File: config.mk
export PLATFORM = sky130hd
export DESIGN_NAME = kary_knomial_tree_node_gen_core
export DESIGN_NICKNAME = d
export VERILOG_FILES = /design/src/sv/kktng_pkg.sv /design/src/sv/kktng_ctrl.sv /design/src/sv/kktng_dp.sv /design/src/sv/kary_knomial_tree_node_gen_core.sv
export SDC_FILE = /design/constraint.sdc
export NUM_CORES = 1
export LEC_CHECK = 0
export BUFFER_PORTS_ARGS = -buffer_cell sky130_fd_sc_hd__buf_2
export CAP_MARGIN = 20
export CORE_MARGIN = 4
export CORE_UTILIZATION = 25
export DETAILED_ROUTE_END_ITERATION = 8
export HOLD_SLACK_MARGIN = 0.02
export PLACE_DENSITY = 0.37
export SKIP_CTS_REPAIR_TIMING = 1
export SKIP_LAST_GASP = 1
export SLEW_MARGIN = 10
export SYNTH_ARGS = -nofsm -noshare
export SYNTH_HDL_FRONTEND = slang
export SYNTH_SLANG_ARGS = --single-unit
File: constraint.sdc
create_clock -name clk -period 7.9 [get_ports clk]
set_input_delay 1.58 -clock clk [delete_from_list [all_inputs] [get_ports clk]]
set_output_delay 1.58 -clock clk [all_outputs]
set_load 0.02 [all_outputs]
File: src/sv/kktng_pkg.sv
// Shared constants, register indexes and control/status types for the
// collective tree node generator. No dependencies.
package kktng_pkg;

  // Sizing of the tree.
  localparam int MAX_NODES  = 256;
  localparam int MAX_FANOUT = 16;
  localparam int MAX_OUT    = 64;
  localparam int K_MIN      = 2;

  // Field widths.
  localparam int NODE_W = 8;
  localparam int K_W    = 5;
  localparam int N_W    = 9;
  localparam int PAR_W  = NODE_W + 1;
  localparam int CNT_W  = 7;
  localparam int SLOT_W = 6;
  localparam int CFG_W  = 9;
  localparam int IDX_W  = 2;

  // Internal widths derived from the tree sizing.
  localparam int LVL_MAX = $clog2(MAX_NODES);
  localparam int LV_W    = $clog2(LVL_MAX + 1);
  localparam int PI_W    = $clog2(LVL_MAX);
  localparam int PW_W    = $clog2(MAX_NODES * MAX_FANOUT);
  localparam int CR_W    = PW_W + 1;
  localparam int DC_W    = $clog2(NODE_W);

  // Register indexes.
  localparam logic [IDX_W-1:0] REG_K_VALUE          = 2'd0;
  localparam logic [IDX_W-1:0] REG_TREE_KIND        = 2'd1;
  localparam logic [IDX_W-1:0] REG_REVERSE_CHILDREN = 2'd2;
  localparam logic [IDX_W-1:0] REG_RANK_COUNT       = 2'd3;

  // Register reset values.
  localparam logic [K_W-1:0] K_VALUE_RST    = 5'd2;
  localparam logic           TREE_KIND_RST  = 1'b0;
  localparam logic           REVERSE_RST    = 1'b0;
  localparam logic [N_W-1:0] RANK_COUNT_RST = 9'd256;

  // Tree shape codes.
  localparam logic KIND_KARY    = 1'b0;
  localparam logic KIND_KNOMIAL = 1'b1;

  typedef struct packed {
    logic [K_W-1:0] k_value;
    logic           tree_kind;
    logic           reverse_children;
    logic [N_W-1:0] rank_count;
  } cfg_t;

  typedef struct packed {
    logic accept;
    logic setup;
    logic kcount;
    logic div_step;
    logic lvl_step;
    logic desc_init;
    logic desc_head;
    logic desc_step;
    logic cnt_init;
    logic cnt_step;
    logic emit_init;
    logic emit_step;
  } cmd_t;

  typedef struct packed {
    logic out_range;
    logic knomial;
    logic root;
    logic div_last;
    logic lvl_done;
    logic desc_end;
    logic desc_hit;
    logic j_last;
    logic cnt_done;
    logic emit_last;
    logic out_free;
  } sts_t;

endpackage

File: src/sv/kktng_ctrl.sv
// Sequencer for the tree node generator: walks one node through setup,
// parent search, child counting and emission. Uses kktng_pkg.
module kktng_ctrl (
  input  logic              clk,
  input  logic              rst,
  input  logic              in_valid,
  output logic              in_stall,
  input  kktng_pkg::sts_t   sts,
  output kktng_pkg::cmd_t   cmd
);

  localparam logic [3:0] S_IDLE  = 4'd0;
  localparam logic [3:0] S_SETUP = 4'd1;
  localparam logic [3:0] S_KCNT  = 4'd2;
  localparam logic [3:0] S_DIV   = 4'd3;
  localparam logic [3:0] S_LVL   = 4'd4;
  localparam logic [3:0] S_DHEAD = 4'd5;
  localparam logic [3:0] S_DSTEP = 4'd6;
  localparam logic [3:0] S_CINIT = 4'd7;
  localparam logic [3:0] S_CNT   = 4'd8;
  localparam logic [3:0] S_EINIT = 4'd9;
  localparam logic [3:0] S_EMIT  = 4'd10;

  logic [3:0] state;
  logic [3:0] state_next;

  assign in_stall = (state != S_IDLE);

  always_comb begin
    cmd        = '0;
    state_next = state;
    unique case (state)
      S_IDLE: begin
        if (in_valid) begin
          cmd.accept = 1'b1;
          state_next = S_SETUP;
        end
      end
      S_SETUP: begin
        cmd.setup = 1'b1;
        priority if (sts.out_range) begin
          state_next = S_EINIT;
        end else if (sts.knomial) begin
          state_next = S_LVL;
        end else begin
          state_next = S_KCNT;
        end
      end
      S_KCNT: begin
        cmd.kcount = 1'b1;
        state_next = sts.root ? S_EINIT : S_DIV;
      end
      S_DIV: begin
        cmd.div_step = 1'b1;
        if (sts.div_last) begin
          state_next = S_EINIT;
        end
      end
      S_LVL: begin
        if (sts.lvl_done) begin
          cmd.desc_init = 1'b1;
          state_next    = S_DHEAD;
        end else begin
          cmd.lvl_step = 1'b1;
        end
      end
      S_DHEAD: begin
        if (sts.desc_end) begin
          state_next = S_CINIT;
        end else begin
          cmd.desc_head = 1'b1;
          state_next    = S_DSTEP;
        end
      end
      S_DSTEP: begin
        cmd.desc_step = 1'b1;
        // a hit descends into that subrange; a miss on the last subrange drops out of the descent
        priority if (sts.desc_hit) begin
          state_next = S_DHEAD;
        end else if (sts.j_last) begin
          state_next = S_CINIT;
        end else begin
          state_next = S_DSTEP;
        end
      end
      S_CINIT: begin
        cmd.cnt_init = 1'b1;
        state_next   = S_CNT;
      end
      S_CNT: begin
        if (sts.cnt_done) begin
          state_next = S_EINIT;
        end else begin
          cmd.cnt_step = 1'b1;
        end
      end
      S_EINIT: begin
        cmd.emit_init = 1'b1;
        state_next    = S_EMIT;
      end
      S_EMIT: begin
        if (sts.out_free) begin
          cmd.emit_step = 1'b1;
          if (sts.emit_last) begin
            state_next = S_IDLE;
          end
        end
      end
      default: begin
        state_next = S_IDLE;
      end
    endcase
  end

  always_ff @(posedge clk) begin
    if (rst) begin
      state <= S_IDLE;
    end else begin
      state <= state_next;
    end
  end

endmodule

File: src/sv/kktng_dp.sv
// Datapath of the tree node generator: parent divider, power table, range
// descent, child counter and the output register. Uses kktng_pkg.
module kktng_dp (
  input  logic                                     clk,
  input  logic                                     rst,
  input  kktng_pkg::cfg_t                          cfg,
  input  logic [kktng_pkg::NODE_W-1:0]             node,
  input  kktng_pkg::cmd_t                          cmd,
  output kktng_pkg::sts_t                          sts,
  input  logic                                     out_stall,
  output logic                                     out_valid,
  output logic signed [kktng_pkg::PAR_W-1:0]       parent,
  output logic [kktng_pkg::CNT_W-1:0]              child_count,
  output logic                                     child_valid,
  output logic [kktng_pkg::SLOT_W-1:0]             child_slot,
  output logic [kktng_pkg::NODE_W-1:0]             child,
  output logic                                     last
);

  localparam int NODE_W = kktng_pkg::NODE_W;
  localparam int K_W    = kktng_pkg::K_W;
  localparam int N_W    = kktng_pkg::N_W;
  localparam int PAR_W  = kktng_pkg::PAR_W;
  localparam int CNT_W  = kktng_pkg::CNT_W;
  localparam int SLOT_W = kktng_pkg::SLOT_W;
  localparam int LV_W   = kktng_pkg::LV_W;
  localparam int PI_W   = kktng_pkg::PI_W;
  localparam int PW_W   = kktng_pkg::PW_W;
  localparam int CR_W   = kktng_pkg::CR_W;
  localparam int DC_W   = kktng_pkg::DC_W;

  logic [K_W-1:0]          kc;
  logic [N_W-1:0]          nc;
  logic [CR_W-1:0]         nc_ext;
  logic [CR_W-1:0]         nd_ext;

  logic [NODE_W-1:0]       nd;
  logic signed [PAR_W-1:0] par;
  logic [CNT_W-1:0]        cnt;
  logic [CR_W-1:0]         base;
  logic [CR_W-1:0]         crank;
  logic [CR_W-1:0]         run;
  logic [NODE_W-1:0]       cur;
  logic [LV_W-1:0]         dep;
  logic [LV_W-1:0]         ci;
  logic [LV_W-1:0]         lv;
  logic [K_W-1:0]          jc;
  logic [PW_W-1:0]         pwr;
  logic [PW_W-1:0]         pw [kktng_pkg::LVL_MAX];
  logic [NODE_W-1:0]       dq;
  logic [K_W-1:0]          dr;
  logic [DC_W-1:0]         dc;
  logic [SLOT_W-1:0]       slot;

  logic [LV_W-1:0]         pidx;
  logic [CR_W-1:0]         sz_ext;
  logic [CR_W-1:0]         base_next;
  logic [PW_W-1:0]         pwr_next;
  logic [CR_W-1:0]         kdiff;
  logic [K_W-1:0]          kcnt;
  logic [K_W:0]            rsh;
  logic [K_W:0]            rdiff;
  logic                    sub_ok;
  logic [K_W-1:0]          r_next;
  logic [NODE_W-1:0]       q_next;
  logic                    knomial;
  logic                    hit;
  logic                    j_last;
  logic                    emit_last;

  // Clamp fan-out and tree size to their legal ranges.
  always_comb begin
    priority if (cfg.k_value < K_W'(kktng_pkg::K_MIN)) begin
      kc = K_W'(kktng_pkg::K_MIN);
    end else if (cfg.k_value > K_W'(kktng_pkg::MAX_FANOUT)) begin
      kc = K_W'(kktng_pkg::MAX_FANOUT);
    end else begin
      kc = cfg.k_value;
    end
    priority if (cfg.rank_count == '0) begin
      nc = N_W'(1);
    end else if (cfg.rank_count > N_W'(kktng_pkg::MAX_NODES)) begin
      nc = N_W'(kktng_pkg::MAX_NODES);
    end else begin
      nc = cfg.rank_count;
    end
  end

  assign nc_ext  = CR_W'(nc);
  assign nd_ext  = CR_W'(nd);
  assign knomial = (cfg.tree_kind == kktng_pkg::KIND_KNOMIAL);

  // Subtree size k^(levels-level-1); descent and child walk never overlap.
  assign pidx   = lv - (cmd.desc_step ? dep : ci) - LV_W'(1);
  assign sz_ext = CR_W'(pw[pidx[PI_W-1:0]]);

  assign base_next = CR_W'(nd) * CR_W'(kc) + CR_W'(1);
  assign pwr_next  = pwr * PW_W'(kc);

  // k-ary child count: min(k, n - base), zero when base is outside the tree.
  assign kdiff = nc_ext - base;
  always_comb begin
    priority if (base >= nc_ext) begin
      kcnt = '0;
    end else if (kdiff > CR_W'(kc)) begin
      kcnt = kc;
    end else begin
      kcnt = kdiff[K_W-1:0];
    end
  end

  // Restoring divider, one quotient bit per step.
  assign rsh    = {dr, dq[NODE_W-1]};
  assign rdiff  = rsh - (K_W+1)'(kc);
  assign sub_ok = (rsh >= (K_W+1)'(kc));
  assign r_next = sub_ok ? rdiff[K_W-1:0] : rsh[K_W-1:0];
  assign q_next = {dq[NODE_W-2:0], sub_ok};

  assign hit       = (nd_ext >= run) && (nd_ext < run + sz_ext);
  assign j_last    = (jc == kc - K_W'(1));
  assign emit_last = (cnt == '0) || ((CNT_W'(slot) + CNT_W'(1)) == cnt);

  always_comb begin
    sts.out_range = (N_W'(nd) >= nc);
    sts.knomial   = knomial;
    sts.root      = (nd == '0);
    sts.div_last  = (dc == DC_W'(NODE_W - 1));
    sts.lvl_done  = (pwr >= PW_W'(nc));
    sts.desc_end  = (cur == nd) || (dep >= lv);
    sts.desc_hit  = hit;
    sts.j_last    = j_last;
    sts.cnt_done  = (ci >= lv) || (crank >= nc_ext);
    sts.emit_last = emit_last;
    sts.out_free  = !out_valid || !out_stall;
  end

  always_ff @(posedge clk) begin
    if (cmd.accept) begin
      nd  <= node;
      par <= '1;
      cnt <= '0;
    end
    if (cmd.setup) begin
      base <= base_next;
      dq   <= nd - NODE_W'(1);
      dr   <= '0;
      dc   <= '0;
      pwr  <= PW_W'(1);
      lv   <= '0;
    end
    if (cmd.kcount) begin
      cnt   <= CNT_W'(kcnt);
      crank <= cfg.reverse_children ? base + CR_W'(kcnt) - CR_W'(1) : base;
    end
    if (cmd.div_step) begin
      dq <= q_next;
      dr <= r_next;
      dc <= dc + DC_W'(1);
      if (dc == DC_W'(NODE_W - 1)) begin
        par <= $signed({1'b0, q_next});
      end
    end
    if (cmd.lvl_step) begin
      pw[lv[PI_W-1:0]] <= pwr;
      pwr              <= pwr_next;
      lv               <= lv + LV_W'(1);
    end
    if (cmd.desc_init) begin
      cur <= '0;
      dep <= '0;
    end
    if (cmd.desc_head) begin
      run <= CR_W'(cur) + CR_W'(1);
      jc  <= K_W'(1);
    end
    if (cmd.desc_step) begin
      priority if (hit) begin
        par <= $signed({1'b0, cur});
        cur <= run[NODE_W-1:0];
        dep <= dep + LV_W'(1);
      end else if (j_last) begin
        dep <= dep + LV_W'(1);
      end else begin
        run <= run + sz_ext;
        jc  <= jc + K_W'(1);
      end
    end
    if (cmd.cnt_init || (cmd.emit_init && knomial)) begin
      crank <= nd_ext + CR_W'(1);
      ci    <= dep;
      jc    <= K_W'(1);
    end
    if (cmd.cnt_step && (cnt != CNT_W'(kktng_pkg::MAX_OUT))) begin
      cnt <= cnt + CNT_W'(1);
    end
    // Advance the k-nomial child walk by one subrange.
    if (cmd.cnt_step || (cmd.emit_step && knomial)) begin
      crank <= crank + sz_ext;
      if (j_last) begin
        jc <= K_W'(1);
        ci <= ci + LV_W'(1);
      end else begin
        jc <= jc + K_W'(1);
      end
    end
    if (cmd.emit_step && !knomial) begin
      crank <= cfg.reverse_children ? crank - CR_W'(1) : crank + CR_W'(1);
    end
    if (cmd.emit_init) begin
      slot <= '0;
    end
    if (cmd.emit_step) begin
      slot        <= slot + SLOT_W'(1);
      parent      <= par;
      child_count <= cnt;
      child_valid <= (cnt != '0);
      child_slot  <= (cnt != '0) ? slot : '0;
      child       <= (cnt != '0) ? crank[NODE_W-1:0] : '0;
      last        <= emit_last;
    end
  end

  // Output register: hold a beat until taken.
  always_ff @(posedge clk) begin
    if (rst) begin
      out_valid <= 1'b0;
    end else if (cmd.emit_step) begin
      out_valid <= 1'b1;
    end else if (!out_stall) begin
      out_valid <= 1'b0;
    end
  end

  a_child_in_tree: assert property (@(posedge clk) disable iff (rst)
    out_valid && child_valid |-> N_W'(child) < nc)
    else $error("child outside the tree");

  a_slot_below_count: assert property (@(posedge clk) disable iff (rst)
    out_valid && child_valid |-> CNT_W'(child_slot) < child_count)
    else $error("child slot not below child count");

  a_childless_single: assert property (@(posedge clk) disable iff (rst)
    out_valid && !child_valid |-> last && (child_count == '0))
    else $error("childless beat is not a single final beat");

  a_desc_level: assert property (@(posedge clk) disable iff (rst)
    cmd.desc_step |-> dep < lv)
    else $error("descent beyond the last level");

  a_walk_level: assert property (@(posedge clk) disable iff (rst)
    cmd.cnt_step |-> ci < lv)
    else $error("child count walk beyond the last level");

endmodule

File: src/sv/kary_knomial_tree_node_gen_core.sv
// Top level of the collective tree node generator: configuration registers,
// sequencer and datapath. Uses kktng_pkg, kktng_ctrl and kktng_dp.
//
// Give it a node number and it returns that node's parent and its ordered
// children in a k-ary or k-nomial tree rooted at node 0, one beat per child
// (a childless node or a node outside the tree gives one beat with
// child_valid low; the root's parent is -1). Nodes are handled one at a time
// and the input stalls until the last beat of a node is loaded into the
// output register. For a k-ary node other than the root, an 8-step
// shift-subtract divider finds the parent during setup. A k-nomial node
// first builds the power table, then descends level by level, probing
// subranges, to find its parent, and makes a counting pass over its
// children. Either kind then emits one beat per cycle while the output is
// not stalled. The user must write configuration through the plain write
// port only while no node is in flight; the block itself does not enforce
// this.
module kary_knomial_tree_node_gen_core (
  input  logic                                 clk,
  input  logic                                 rst,
  input  logic                                 cfg_write_en,
  input  logic [kktng_pkg::IDX_W-1:0]          cfg_index,
  input  logic [kktng_pkg::CFG_W-1:0]          cfg_data,
  input  logic                                 in_valid,
  output logic                                 in_stall,
  input  logic [kktng_pkg::NODE_W-1:0]         node,
  output logic                                 out_valid,
  input  logic                                 out_stall,
  output logic signed [kktng_pkg::PAR_W-1:0]   parent,
  output logic [kktng_pkg::CNT_W-1:0]          child_count,
  output logic                                 child_valid,
  output logic [kktng_pkg::SLOT_W-1:0]         child_slot,
  output logic [kktng_pkg::NODE_W-1:0]         child,
  output logic                                 last
);

  kktng_pkg::cfg_t cfg;
  kktng_pkg::cmd_t cmd;
  kktng_pkg::sts_t sts;

  always_ff @(posedge clk) begin
    if (rst) begin
      cfg.k_value          <= kktng_pkg::K_VALUE_RST;
      cfg.tree_kind        <= kktng_pkg::TREE_KIND_RST;
      cfg.reverse_children <= kktng_pkg::REVERSE_RST;
      cfg.rank_count       <= kktng_pkg::RANK_COUNT_RST;
    end else if (cfg_write_en) begin
      unique case (cfg_index)
        kktng_pkg::REG_K_VALUE: begin
          cfg.k_value <= cfg_data[kktng_pkg::K_W-1:0];
        end
        kktng_pkg::REG_TREE_KIND: begin
          cfg.tree_kind <= cfg_data[0];
        end
        kktng_pkg::REG_REVERSE_CHILDREN: begin
          cfg.reverse_children <= cfg_data[0];
        end
        kktng_pkg::REG_RANK_COUNT: begin
          cfg.rank_count <= cfg_data[kktng_pkg::N_W-1:0];
        end
      endcase
    end
  end

  kktng_ctrl u_ctrl (
    .clk      (clk),
    .rst      (rst),
    .in_valid (in_valid),
    .in_stall (in_stall),
    .sts      (sts),
    .cmd      (cmd)
  );

  kktng_dp u_dp (
    .clk         (clk),
    .rst         (rst),
    .cfg         (cfg),
    .node        (node),
    .cmd         (cmd),
    .sts         (sts),
    .out_stall   (out_stall),
    .out_valid   (out_valid),
    .parent      (parent),
    .child_count (child_count),
    .child_valid (child_valid),
    .child_slot  (child_slot),
    .child       (child),
    .last        (last)
  );

endmodule

-- Word level (Yosys, flattened, before mapping)
Memory sizes are Yosys's and may differ from the RTL's.
Index checks and enable logic that the tools add are counted.
- flip-flop bits (word level): 175
- RAM bits: 96
- input bits: 24
- output and inout port bits: 34
- word-level logic and storage cells: 212
- memories: 1
- add/sub/neg operators: 23
- multipliers: 2
- $lt $le $gt $ge: 13
- equal/unequal tests: 25
- mux-type cells: 89
- reductions and logical operators: 31
- memories (memory ; depth ; bits a word ; rd ports ; clocked after Yosys merged registers in ; write ports ; line ; source):
    u_dp.pw ; 8 ; 12 ; 1 ; 0 ; 1 ; kktng_dp.sv:49 ; logic [PW_W-1:0] pw [kktng_pkg::LVL_MAX];
- operator list (operator ; number):
    $mux W13 ; 10
    $mux W5 ; 14
    $mux W4 ; 17
    $mux W9 ; 7
    $pmux W4 S11 ; 1
    $mux W8 ; 5
    $add A13 B1 Y13 const B ; 2
    $add A13 B12 Y13 ; 2
    $ge A13 B9 Y1 ; 2
    $sub A13 B1 Y13 const B ; 2
    $mux W12 ; 2
    $mux W1 ; 22
    $mux W7 ; 3
    $add A8 B1 Y9 const B ; 2
    $eq A4 B3 Y1 const B ; 4
    $add A13 B5 Y13 ; 1
    $ge A8 B13 Y1 ; 1
    $gt A13 B5 Y1 ; 1
    $lt A8 B13 Y1 ; 1
    $mul A8 B5 Y13 ; 1
    $sub A9 B13 Y13 ; 1
    $add A4 B1 Y4 const B ; 3
    $eq A4 B4 Y1 const B ; 3
    $ge A12 B9 Y1 ; 1
    45 further kinds ; 75

-- Logic depth before layout (Yosys ltp)
Gate-level depths: netlist of the first run.
- depth in word-level cells: 14
- mapped depth: 32
- depth with buffers taken out: 31

-- Modules after synthesis
From an unflattened synthesis of the first run, not the netlist that was laid out.
- cell total of the unflattened synthesis: 1841
- area, all modules: 19014.5 sq um
- by module, submodules not included (module ; times used ; cells an instance ; area an instance (sq um)):
    kktng_dp ; 1 ; 1706 ; 17845.9
    kary_knomial_tree_node_gen_core ; 1 ; 67 ; 689.4
    kktng_ctrl ; 1 ; 68 ; 479.2

-- Worst setup path after synthesis of the first run
No wires, ideal clock.
- path kind: reg2reg
- from: register cfg[4] (netlist name)
- to: register u_dp.crank[11], data pin
- arrival time: 5.939 ns
- required time: 7.754 ns
- slack: 1.815 ns
- cell stages (with the launch flop): 33
- path buffers: 1
- cells stage by stage: dfxtp_1 -> nor4_1 -> a21oi_1 -> nor2_1 -> inv_1 -> ha_1 -> fa_1 -> inv_1 -> ha_1 -> nor2b_1 -> o21a_1 -> o21a_1 -> o21a_1 -> o22ai_1 -> o2111a_1 -> o2111a_1 -> clkbuf_1 -> mux2i_1 -> nand2_1 -> ha_1 -> inv_1 -> ha_1 -> inv_1 -> fa_1 -> nor2b_1 -> o21ai_0 -> a21boi_0 -> o41a_1 -> a311o_1 -> xor2_1 -> a2111oi_0 -> a211oi_1 -> a21oi_1
- word-level cells in the longest chain between the ends: 14
- elaborated cells between the ends (all ways): 21
- classes of those cells: add/sub: 3; order compare: 4; mux: 11; reduce/logical: 3
- ends and longest elaborated chain (element ; line ; source):
    $gt A9 B9 Y1 ; kktng_dp.sv:82 ; end else if (cfg.rank_count > N_W'(kktng_pkg::MAX_NODES)) begin
    $mux W9 ; kktng_dp.sv:82 ;
    $mux W9 * ; kktng_dp.sv:80 ; priority if (cfg.rank_count == '0) begin
    $sub A9 B13 Y13 ; kktng_dp.sv:101 ; assign kdiff = nc_ext - base;
    $gt A13 B5 Y1 ; kktng_dp.sv:105 ; end else if (kdiff > CR_W'(kc)) begin
    $mux W5 ; kktng_dp.sv:105 ;
    $mux W5 ; kktng_dp.sv:103 ; priority if (base >= nc_ext) begin
    $add A13 B5 Y13 ; kktng_dp.sv:153 ; crank <= cfg.reverse_children ? base + CR_W'(kcnt) - CR_W'(1) : base;
    $sub A13 B1 Y13 ; kktng_dp.sv:153 ;
    $mux W13 ; kktng_dp.sv:153 ;
    $mux W13 ; kktng_dp.sv:151 ; if (cmd.kcount) begin
    $mux W13 ; kktng_dp.sv:188 ; if (cmd.cnt_init || (cmd.emit_init && knomial)) begin
    $mux W13 * ; kktng_dp.sv:197 ; if (cmd.cnt_step || (cmd.emit_step && knomial)) begin
    $mux W13 * ; kktng_dp.sv:206 ; if (cmd.emit_step && !knomial) begin
    end signal, assigned ; kktng_dp.sv:189 ; crank <= nd_ext + CR_W'(1);
    end signal, assigned ; kktng_dp.sv:198 ; crank <= crank + sz_ext;
    end signal, assigned ; kktng_dp.sv:207 ; crank <= cfg.reverse_children ? crank - CR_W'(1) : crank + CR_W'(1);
    end, declared ; kktng_dp.sv:41 ; logic [CR_W-1:0] crank;
Every way passes the cells marked *; elsewhere a longest branch is shown, timed or not. The select of a mux whose other input is x is not followed.
A chain may end at the register's enable or synchronous reset.

-- Worst setup path after layout of the first run
- from: register cfg[4] (netlist name)
- to: register u_dp.crank[11], data pin
- word-level cells in the longest chain between the ends: 14
- elaborated cells between the ends (all ways): 21
- classes of those cells: add/sub: 3; order compare: 4; mux: 11; reduce/logical: 3
- ends and longest elaborated chain (element ; line):
    $gt A9 B9 Y1 ; kktng_dp.sv:82
    $mux W9 ; kktng_dp.sv:82
    $mux W9 * ; kktng_dp.sv:80
    $sub A9 B13 Y13 ; kktng_dp.sv:101
    $gt A13 B5 Y1 ; kktng_dp.sv:105
    $mux W5 ; kktng_dp.sv:105
    $mux W5 ; kktng_dp.sv:103
    $add A13 B5 Y13 ; kktng_dp.sv:153
    $sub A13 B1 Y13 ; kktng_dp.sv:153
    $mux W13 ; kktng_dp.sv:153
    $mux W13 ; kktng_dp.sv:151
    $mux W13 ; kktng_dp.sv:188
    $mux W13 * ; kktng_dp.sv:197
    $mux W13 * ; kktng_dp.sv:206
Marks and branches as above.

==> impl_metrics.ini, run 1 <==
[outcome]
outcome = complete, no violations

[grt]
overflow = 0
grt_pass1_wl_mm = 87.3
antenna_found_initial = 6
grt_max_degree = 35
grt_pass1_vias = 13752
track_usage = 0.148

[cts]
htreeDepth = 2
cts.clk_slew.worst_paths_ns = 0.06
insertion_delay_ns = 0.56
root_buffer = clkbuf_16
cts_tree = yes
clkSinkCount = 271
cts.path.max_buffers = 3
cts_made_buffers = 36

[timing]
worst_slew_pin_slew_ns = 1.01
slew_headroom = 0.327
timing.final.crit_share = 0.907
whs_ns = 0.437
hold_viol = 0
fin_skew_ns = 0.0293
fin_tns_setup_ns = 0
max_freq_mhz = 140
setup_viol = 0
slew_viol_final = 0
fin_crit_ns = 7.16
rsz0062_at_grt = no

[power]
comb_power_share = 0.502
swShare = 0.423
p_seq_frac = 0.282
p_total_mw = 7.64
p_sw_mw = 3.23
p_int_mw = 4.41
vdd_drop_max_uv = 148
powerDensity_nw_per_um2 = 362
leakagePower_nw = 8.23
clkPwrFrac = 0.217

[drt]
drtIter0Drc = 884
drt-vias-per-instance = 4.74
drc_errors = 0
top_layer = met4
ant_nets = 0
via_count = 13394
wl_met3_mm = 3.32
first_pass_iters = 8
wl_per_cell_um = 20.5
routed-wl-met2_mm = 25.1
wl_met1_mm = 27.6
drt_wl_total_mm = 58.0

[critical_path]
crit_top_cell = ha_1
crit_required_ns = 8.31
r2r-start = cfg[4]
worstSetupPathType = reg2reg
cpMaxStageDelayCell = a2111oi_0
crit_arrival_ns = 7.57
reg2reg_depth = 31
endpoint_kind = flip-flop
setup.worst_path.start_class = flip-flop
slowest_delay_ns = 0.67
startpoint = cfg[4]
path_max_fanout = 5

[layout]
areaGrowthSynthToFinish_pct = 14.8
fin_nets = 2088
fin_util = 0.289
drive_above_1_share = 0.114
antenna_cells = 0

[logic_synthesis]
avgSynthCellArea_sq_um = 10.3
synth_edf_count = 207
seq_area_frac_synth = 0.408
syn-num-nets = 2026
syn-cell-area_sq_um = 18400
synth.distinct_cells = 82
async_flop_share = 0
synth_ff_type = edfxtp_1
ys_ff_latch = 271
ys_warn_count = 0
netlist_instances = 1781

[floorplanning]
dieArea_sq_um = 77800
num_rows = 99
initial_utilization = 0.252
dieWidth_um = 279
die_y_um = 279
fp.coreArea_sq_um = 72800
num_io_pins = 58

[place]
hpwl_mm = 43.4
port_buffers = 57
place.gp.congestion = 0.848

[run]
max-cap-violations = 0

[hold_path]
holdPathStages = 0
holdCritStartpoint = u_dp.par[3]
hp-class = reg2reg
-- final timing paths --
check | endpoint | slack [ns]
max reg2reg | u_dp.crank[11] | 0.74
min reg2reg | u_dp.parent[3] | 0.44
min | u_dp.parent[3] | 0.44
max | u_dp.crank[11] | 0.74
-- routing by layer --
| metal | global-route usage | up-vias |
|---|---|---|
| met5 | 0 | - |
| met4 | 0.0490 | 0 |
| met3 | 0.0285 | 72 |
| met2 | 0.227 | 307 |
| met1 | 0.209 | 6486 |
| li1 | - | 6529 |
-- power groups by stage --
stage | clock (mW) | combinational [mW] | sequential [mW]
floorplan | 0 | 2.79 | 2.01
global placement | 0 | 3.80 | 2.18
detailed placement | 0 | 3.82 | 2.19
CTS | 1.71 | 3.85 | 2.16
global route | 1.77 | 4.28 | 2.19
finish | 1.66 | 3.83 | 2.15
-- logic make-up after synthesis --
group | Yosys count | share of synthesized area
xor+xnor | 116 | 0.0569
fa+ha+maj | 221 | 0.170
mux | 66 | 0.0534
buf+inv | 207 | 0.0431
compound gates | 361 | 0.129
flops | 271 | 0.408
simple gates | 539 | 0.138
-- synthesized netlist by cell type, drive strengths merged (39+ instances only) --
master / number / share of area
dfxtp: 64 / 0.070
xor2: 39 / 0.019
nand2: 187 / 0.038
clkbuf: 53 / 0.011
fa: 48 / 0.052
o21ai: 77 / 0.022
nand3: 41 / 0.011
a21oi: 98 / 0.027
nor2: 128 / 0.026
inv: 144 / 0.029
xnor2: 75 / 0.036
and2: 50 / 0.017
ha: 173 / 0.12
edfxtp: 207 / 0.34
-- layout make-up --
| class | instances | area (sq um) |
|---|---|---|
| timing repair buffer | 86 | 523 |
| fill | 7635 | 51800 |
| clock buffer | 48 | 966 |
| clock inverter | 16 | 205 |
| multi-input combinational | 1303 | 10100 |
| sequential | 271 | 7500 |
| inverter | 145 | 544 |
| tap | 959 | 1200 |
-- cells in the final DEF (no fill, tap or decap), drive strengths merged, types with 50 or more instances in the layout --
| cell | netlist | layout |
|---|---|---|
| xnor2 | 75 | 75 |
| inv | 144 | 145 |
| dfxtp | 64 | 64 |
| ha | 173 | 173 |
| nor2 | 128 | 128 |
| buf | 9 | 86 |
| a21oi | 98 | 98 |
| edfxtp | 207 | 207 |
| o21ai | 77 | 77 |
| nand2 | 187 | 187 |
| and2 | 50 | 50 |
-- per-stage QoR --
stage	worst slack, ns	area, sq um	cells
3_3_place_gp	1.01	19900	2763
2_1_floorplan	1.81	18400	1781
4_1_cts	0.826	21100	2827
5_1_grt	0.350	21100	2828
6_report	0.735	21100	2828
3_5_place_dp	0.865	19900	2763
-- sequential cells by signal, summed over array words and instances (netlist names), 6 cells and up --
signal	flops
u_dp.crank	13
u_dp.dq	8
u_dp.pwr	12
u_dp.slot	6
u_dp.parent	9
u_dp.base	13
u_dp.pw	96
u_dp.cur	8
u_dp.cnt	7
u_dp.run	13
u_dp.nd	8
u_dp.par	9
u_dp.child_count	7
u_dp.child	8
u_dp.child_slot	6
cfg	16
-- worst max-delay path, delay by kind of cell (launching register included) --
kind	cells	cell delay, ns
fa+ha+maj	6	1.61
flops	1	0.32
buf+inv	3	0.22
mux	1	0.30
compound gates	13	3.17
simple gates	6	1.07
xor+xnor	2	0.33
No activity file was read; power rests on OpenSTA's default activity.
==> inputs of run 2 (changes only) <==
--- a/config.mk
+++ b/config.mk
@@ -12,6 +12,7 @@
 export DETAILED_ROUTE_END_ITERATION = 8
 export HOLD_SLACK_MARGIN = 0.02
 export PLACE_DENSITY = 0.37
+export REMOVE_ABC_BUFFERS = 1
 export SKIP_CTS_REPAIR_TIMING = 1
 export SKIP_LAST_GASP = 1
 export SLEW_MARGIN = 10
==> run 2 against run 1 <==
Against the previous run:
- clock power about the same
- non-clock buffer count increased by 3
- clock skew increased by 0.012 ns
- via count decreased by 0.13%
- register-to-register slack about the same
- sequential power about the same
- wire length decreased by 0.68%
- worst setup slack got worse by 0.011 ns
- clock-buffer cell count decreased by 5
- power increased by 0.23%
- sequential cell count unchanged
==> impl_metrics.ini, run 2 (synthesized netlist as in run 1, its figures left out) <==
[drt]
drt_wl_total_mm = 57.6
drtIter0Drc = 856
ant_nets = 0
via_count = 13377
wl_per_cell_um = 20.4
first_pass_iters = 5
drc_errors = 0
drt-vias-per-instance = 4.73

[timing]
slew_headroom = 0.269
fin_crit_ns = 7.18
max_freq_mhz = 139
rsz0062_at_grt = no
hold_viol = 0
worst_slew_pin_slew_ns = 1.09
timing.final.crit_share = 0.908
setup_viol = 0
slew_viol_final = 0
fin_tns_setup_ns = 0
setup_slack_ns = 0.724
fin_skew_ns = 0.0412
whs_ns = 0.435

[grt]
antenna_found_initial = 2
overflow = 0
grt_pass1_vias = 13664
track_usage = 0.147
grt_pass1_wl_mm = 86.8
grt_max_degree = 35

[critical_path]
endpoint_kind = flip-flop
cpMaxStageDelayCell = a2111oi_0
r2r-start = cfg[4]
startpoint = cfg[4]
crit_top_cell = ha_1
worstSetupPathType = reg2reg
crit_required_ns = 8.32
crit_arrival_ns = 7.60
slowest_delay_ns = 0.64
setup.worst_path.start_class = flip-flop
path_max_fanout = 5

[floorplanning]
initial_utilization = 0.252
fp.coreArea_sq_um = 72800
dieWidth_um = 279
num_io_pins = 58
die_y_um = 279
num_rows = 99
dieArea_sq_um = 77800

[cts]
root_buffer = clkbuf_16
clkSinkCount = 271
cts.path.max_buffers = 3
cts_tree = yes
cts.clk_slew.worst_paths_ns = 0.07
htreeDepth = 2
insertion_delay_ns = 0.58
cts_made_buffers = 36

[layout]
antenna_cells = 0
layoutNonFillerInstCount = 2830
fin_nets = 2091
largest_reg_flops = 96
layout_commonest_cell = edfxtp_1
final_cell_mix = edfxtp_1 (207), nand2_1 (187), ha_1 (173), inv_1 (143), nor2_1 (124)
areaGrowthSynthToFinish_pct = 14.9
final_cell_area_sq_um = 21100
n_fill_cell = 7626
fin_util = 0.290
drive_above_1_share = 0.118

[power]
vdd_drop_max_uv = 155
p_total_mw = 7.66
powerDensity_nw_per_um2 = 363
leakagePower_nw = 8.25

[outcome]
outcome = complete, no violations

[place]
place.gp.congestion = 0.866
post_dp_cell_area_sq_um = 19900
dp_worst_setup_slack_ns = 0.805
port_buffers = 57
hpwl_mm = 42.9
place_inst = 2767

[hold_path]
holdCritStartpoint = u_dp.par[8]
hp-class = reg2reg

[run]
max-cap-violations = 0
==> run 2: cell count changes in the layout (fill, tap and decap cells not counted), sizes merged <==
cell      before  now
bufinv         4    3
clkinvlp       1    4
inv          145  148
clkbuf        48   43
clkinv        11   10
buf           86   89
==> run 2: power breakdown <==
part | switching (mW) | leakage [nW] | internal (mW)
registers | 0.309 | 2.39 | 1.83
logic | 2.26 | 5.27 | 1.57
clock network | 0.693 | 0.582 | 0.994
total | 3.26 | 8.25 | 4.39
==> run 2: layout make-up <==
type / instances / area (sq um) / share of cell area
well taps: 959 / 1200 / 0.0569
clock inverters: 20 / 219 / 0.0104
multi-input cells: 1303 / 10100 / 0.480
clock buffers: 43 / 980 / 0.0464
repair buffers: 89 / 526 / 0.0249
flip-flops and latches: 271 / 7500 / 0.355
inverters: 145 / 544 / 0.0258
==> run 2: critical path: cells and delay by family, from the launching register on <==
family	cells	cell delay, ns
flops	1	0.32
compound gates	13	3.19
mux	1	0.31
buf+inv	3	0.22
simple gates	6	1.07
xor+xnor	2	0.38
fa+ha+maj	6	1.56
==> run 2: path summary, 6_finish.rpt <==
check / endpoint / slack [ns] / cells after the start
worst min register to register: u_dp.parent[8] / 0.43 / 0
worst max register to register: u_dp.crank[11] / 0.72 / 31
worst min-delay path: u_dp.parent[8] / 0.43 / 0
worst max-delay path: u_dp.crank[11] / 0.72 / 31
==> run 2: routing by layer <==
layer	GRT usage	up-vias	wire [um]
met5	0	-	0
met4	0.0386	0	1310
met3	0.0186	66	2300
met2	0.234	240	25900
met1	0.212	6545	28100
li1	-	6526	-
